[src/fcis_ram.sv]
// Generic single-write, single-read RAM with a registered read port.
// Holds the adjacency rows of the search block; no dependencies.
`timescale 1ns / 1ps

module fcis_ram #(
  parameter int WIDTH = 64,
  parameter int DEPTH = 64
) (
  input  logic                     clk,
  input  logic                     we,
  input  logic [$clog2(DEPTH)-1:0] waddr,
  input  logic [WIDTH-1:0]         wdata,
  input  logic [$clog2(DEPTH)-1:0] raddr,
  output logic [WIDTH-1:0]         rdata
);

  logic [WIDTH-1:0] mem [DEPTH];

  // Write one row, read one row through a registered output
  always_ff @(posedge clk) begin
    if (we) begin
      mem[waddr] <= wdata;
    end
    rdata <= mem[raddr];
  end

endmodule

[config.mk]
export PLATFORM = sky130hd
export DESIGN_NAME = fcis_ram
export DESIGN_NICKNAME = d
export VERILOG_FILES = /design/src/fcis_ram.sv
export SDC_FILE = /design/constraint.sdc
export NUM_CORES = 2
export LEC_CHECK = 0
export BUFFER_PORTS_ARGS = -buffer_cell sky130_fd_sc_hd__buf_4
export CAP_MARGIN = 20
export CORE_MARGIN = 2
export CORE_UTILIZATION = 57
export DETAILED_ROUTE_END_ITERATION = 10
export PLACE_DENSITY = 0.76
export RECOVER_POWER = 50
export SLEW_MARGIN = 20
export SYNTH_ARGS = -nofsm -noshare
export SYNTH_HDL_FRONTEND = slang
export SYNTH_SLANG_ARGS = --single-unit
export TNS_END_PERCENT = 1
[constraint.sdc]
create_clock -name clk -period 6.2 [get_ports clk]
set_clock_uncertainty 0.2 [all_clocks]
set_input_delay 0.93 -clock clk [delete_from_list [all_inputs] [get_ports clk]]
set_output_delay 0.93 -clock clk [all_outputs]
set_load 0.005 [all_outputs]
==> out/metrics.cfg <==
[outcome]
status=complete, but fails checks
violations=capacitance limit, slew limit

[synth]
synth_top_area_share_pct=78.7
ys_seq_area_share_pct=79.5
yosys.area_share.simple_pct=1.24
syn-cell-area_um2=156000
synthTopCellsByArea=edfxtp_1 (79%), mux4_2 (15%), mux2i_1 (0.86%)
synth_nets=6676
synth_xor_area_share_pct=0
synth_cells=6598
postSynth.asyncResetShare_pct=0
yosys.area.top_type=edfxtp_1
ys_ff_latch=4160
synth_compound_area_share_pct=2.48
ys_types=33
yosysWarnings=0
synth.most_common_cell=edfxtp_1
synthAdderAreaFrac_pct=0
synthTopCellsByCount=edfxtp_1 (4096), mux4_2 (1024), buf_2 (170)
synthFlopType=edfxtp_1
synth_top_family_by_area=multiplexers
syn_avg_cell_area_um2=23.7
synth.area.mux_share_pct=15.6
synth-edff-count=4096

[cells_and_area]
drive_gt1_share_pct=27.1
area_delta_synth_final_pct=12.4
design_area_um2=176000
final_nets=7055
nFillCells=16500

[clock_network]
cts_sinks=4160
cts_resized=0
postCtsHoldBufs=0
htree_levels=5
cts_buffers=393
clkTransAtPathRegs_ps=70
cts_buffer_depth=4
cts_root_buffer=clkbuf_16
clock_latency_ps=960
cts_tree=built
postCtsSetupRepairBufs=0

[placement]
hpwl_um=214000
port_buffers=141
postPlaceCellArea_um2=163000
gp_congestion=0.808

[floorplanning]
boundaryPins=142
start_util_pct=57.2
dieArea_um2=278000
die_x_um=528
core-area_um2=273000
die_height_um=528
row_count=192

[global_route]
grt_pass1_wl_um=592000
grt_antenna_before_repair=31
overflow=0
grtUsageMet3_pct=6.46
gr-usage-met1_pct=41.2
grt_util_met2_pct=47.2
grt.busiest_layer=met2
grt_util_all_layers_pct=30.3
grt_pass1_vias=79000
grt_max_degree=95

[routing]
postRouteAntennaNets=0
drc=0
dr.pass1.iters=6
vias=77600
viasPerCell=7.11
dr.first_iter.drc_count=12400
drt-total-wl_um=420000
wl_per_cell_um=38.5

[power]
vdd_drop_max_mv=0.321
leakagePower_nw=54.6
p_per_area_nw_per_um2=331

[worst_setup_path]
rr_worst_depth=5
cp.arrival_ps=4350
r2r_end=rdata[18]
ff2ff_setup_slack_ps=3780
startpoint_type=primary input
timing.rr.start=mem[13][18]
cp_data_required_time_ps=6460
criticalPathCategory=primary input to register
cp_max_fo=65
worst_setup_path_end_kind=register

[sta]
setup_viol=0
rsz0062_at_grt=no
hold_viol=0
max_freq_ghz=0.244
min_period_over_period_pct=66.0
holdWs_ps=572
worst_pin_slew_ps=3300
drv_slew=4307
min_period_ps=4090
relSlewSlack_pct=-120

[run]
maxCapViolations=68

[hold_path]
hp-start=waddr[2]
hp-class=primary input to register
whs_path_depth=3
min_to=mem[49][2]

[worst max-delay path, cell delays in order]
cell	delay, ps
clkbuf_1	140
nor2b_1	200
nand4_1	400
nor2_4	210
clkbuf_2	2230
[report_power, final]
part / leakage (nW) / switching [mW] / internal [mW] / total [mW]
Clock: 6.27 / 10.4 / 13.8 / 24.1
Sequential: 37.4 / 0.182 / 31.2 / 31.4
Combinational: 11.0 / 1.71 / 0.998 / 2.71
Total: 54.6 / 12.3 / 46.0 / 58.2
[per-layer routing]
layer	wire [um]	vias up
li1	-	29200
met1	143000	40900
met2	201000	6352
met3	53000	1088
met4	22700	24
met5	130	-
[cells by family (layout without fill, tap and decap cells)]
kind of cell | Yosys count | after routing
other cells | 0 | 21
simple gates | 386 | 386
compound gates | 504 | 504
flops | 4160 | 4160
buf+inv | 389 | 1093
mux | 1159 | 1159
[worst max-delay path by stage]
stage	startpoint	end
after floorplan	waddr[3]	mem[49][0]
after detailed placement	raddr[0]	rdata[22]
after global placement	raddr[0]	rdata[22]
final	waddr[3]	mem[53][7]
after global routing	waddr[3]	mem[53][43]
after CTS	raddr[0]	rdata[22]
[flip-flops by register name, summed over array words and instances, names as in the netlist]
| signal | flops |
|---|---|
| mem | 4096 |
| rdata | 64 |
[cells in the final DEF, fill, tap and decap left out, drive strengths merged, types with 3 or more instances in the layout]
cell      count
edfxtp     4096
mux4       1024
clkbuf      572
buf         285
a22oi       168
clkinv      154
mux2i       135
nor2        112
a22o         88
o22ai        83
and3         64
dfxtp        64
a211oi       63
nand2        58
nand3        45
bufinv       42
o221ai       38
or3          29
inv          29
or2          28
nor2b        28
a41oi        26
diode        21
a2bb2oi      19
a31oi        18
clkinvlp     11
nand2b       11
and2          3
[cell type report]
cell class | instances | area (um^2) | share of cell area [%]
flip-flops and latches | 4160 | 124000 | 70.7
multi-input cells | 2049 | 30700 | 17.5
clock buffers | 503 | 10500 | 5.99
well taps | 3589 | 4490 | 2.56
repair buffers | 354 | 3240 | 1.84
clock inverters | 217 | 2300 | 1.31
inverters | 19 | 71.3 | 0.0406
diodes | 21 | 52.6 | 0.0299
[metrics by stage]
stage | total power [mW] | setup TNS (ps) | setup slack (ps) | instances | util [%]
after floorplan | 33.2 | -23030 | -360 | 6598 | -
after global placement | 34.5 | 0 | 1760 | 10200 | 59.7
after detailed placement | 34.6 | 0 | 1710 | 10200 | 59.7
after CTS | 58.3 | 0 | 2680 | 10900 | 64.4
after global routing | 59.5 | 0 | 2150 | 10900 | 64.3
final | 58.2 | 0 | 2110 | 10900 | 64.3
Power figures use the tool's default switching activity.
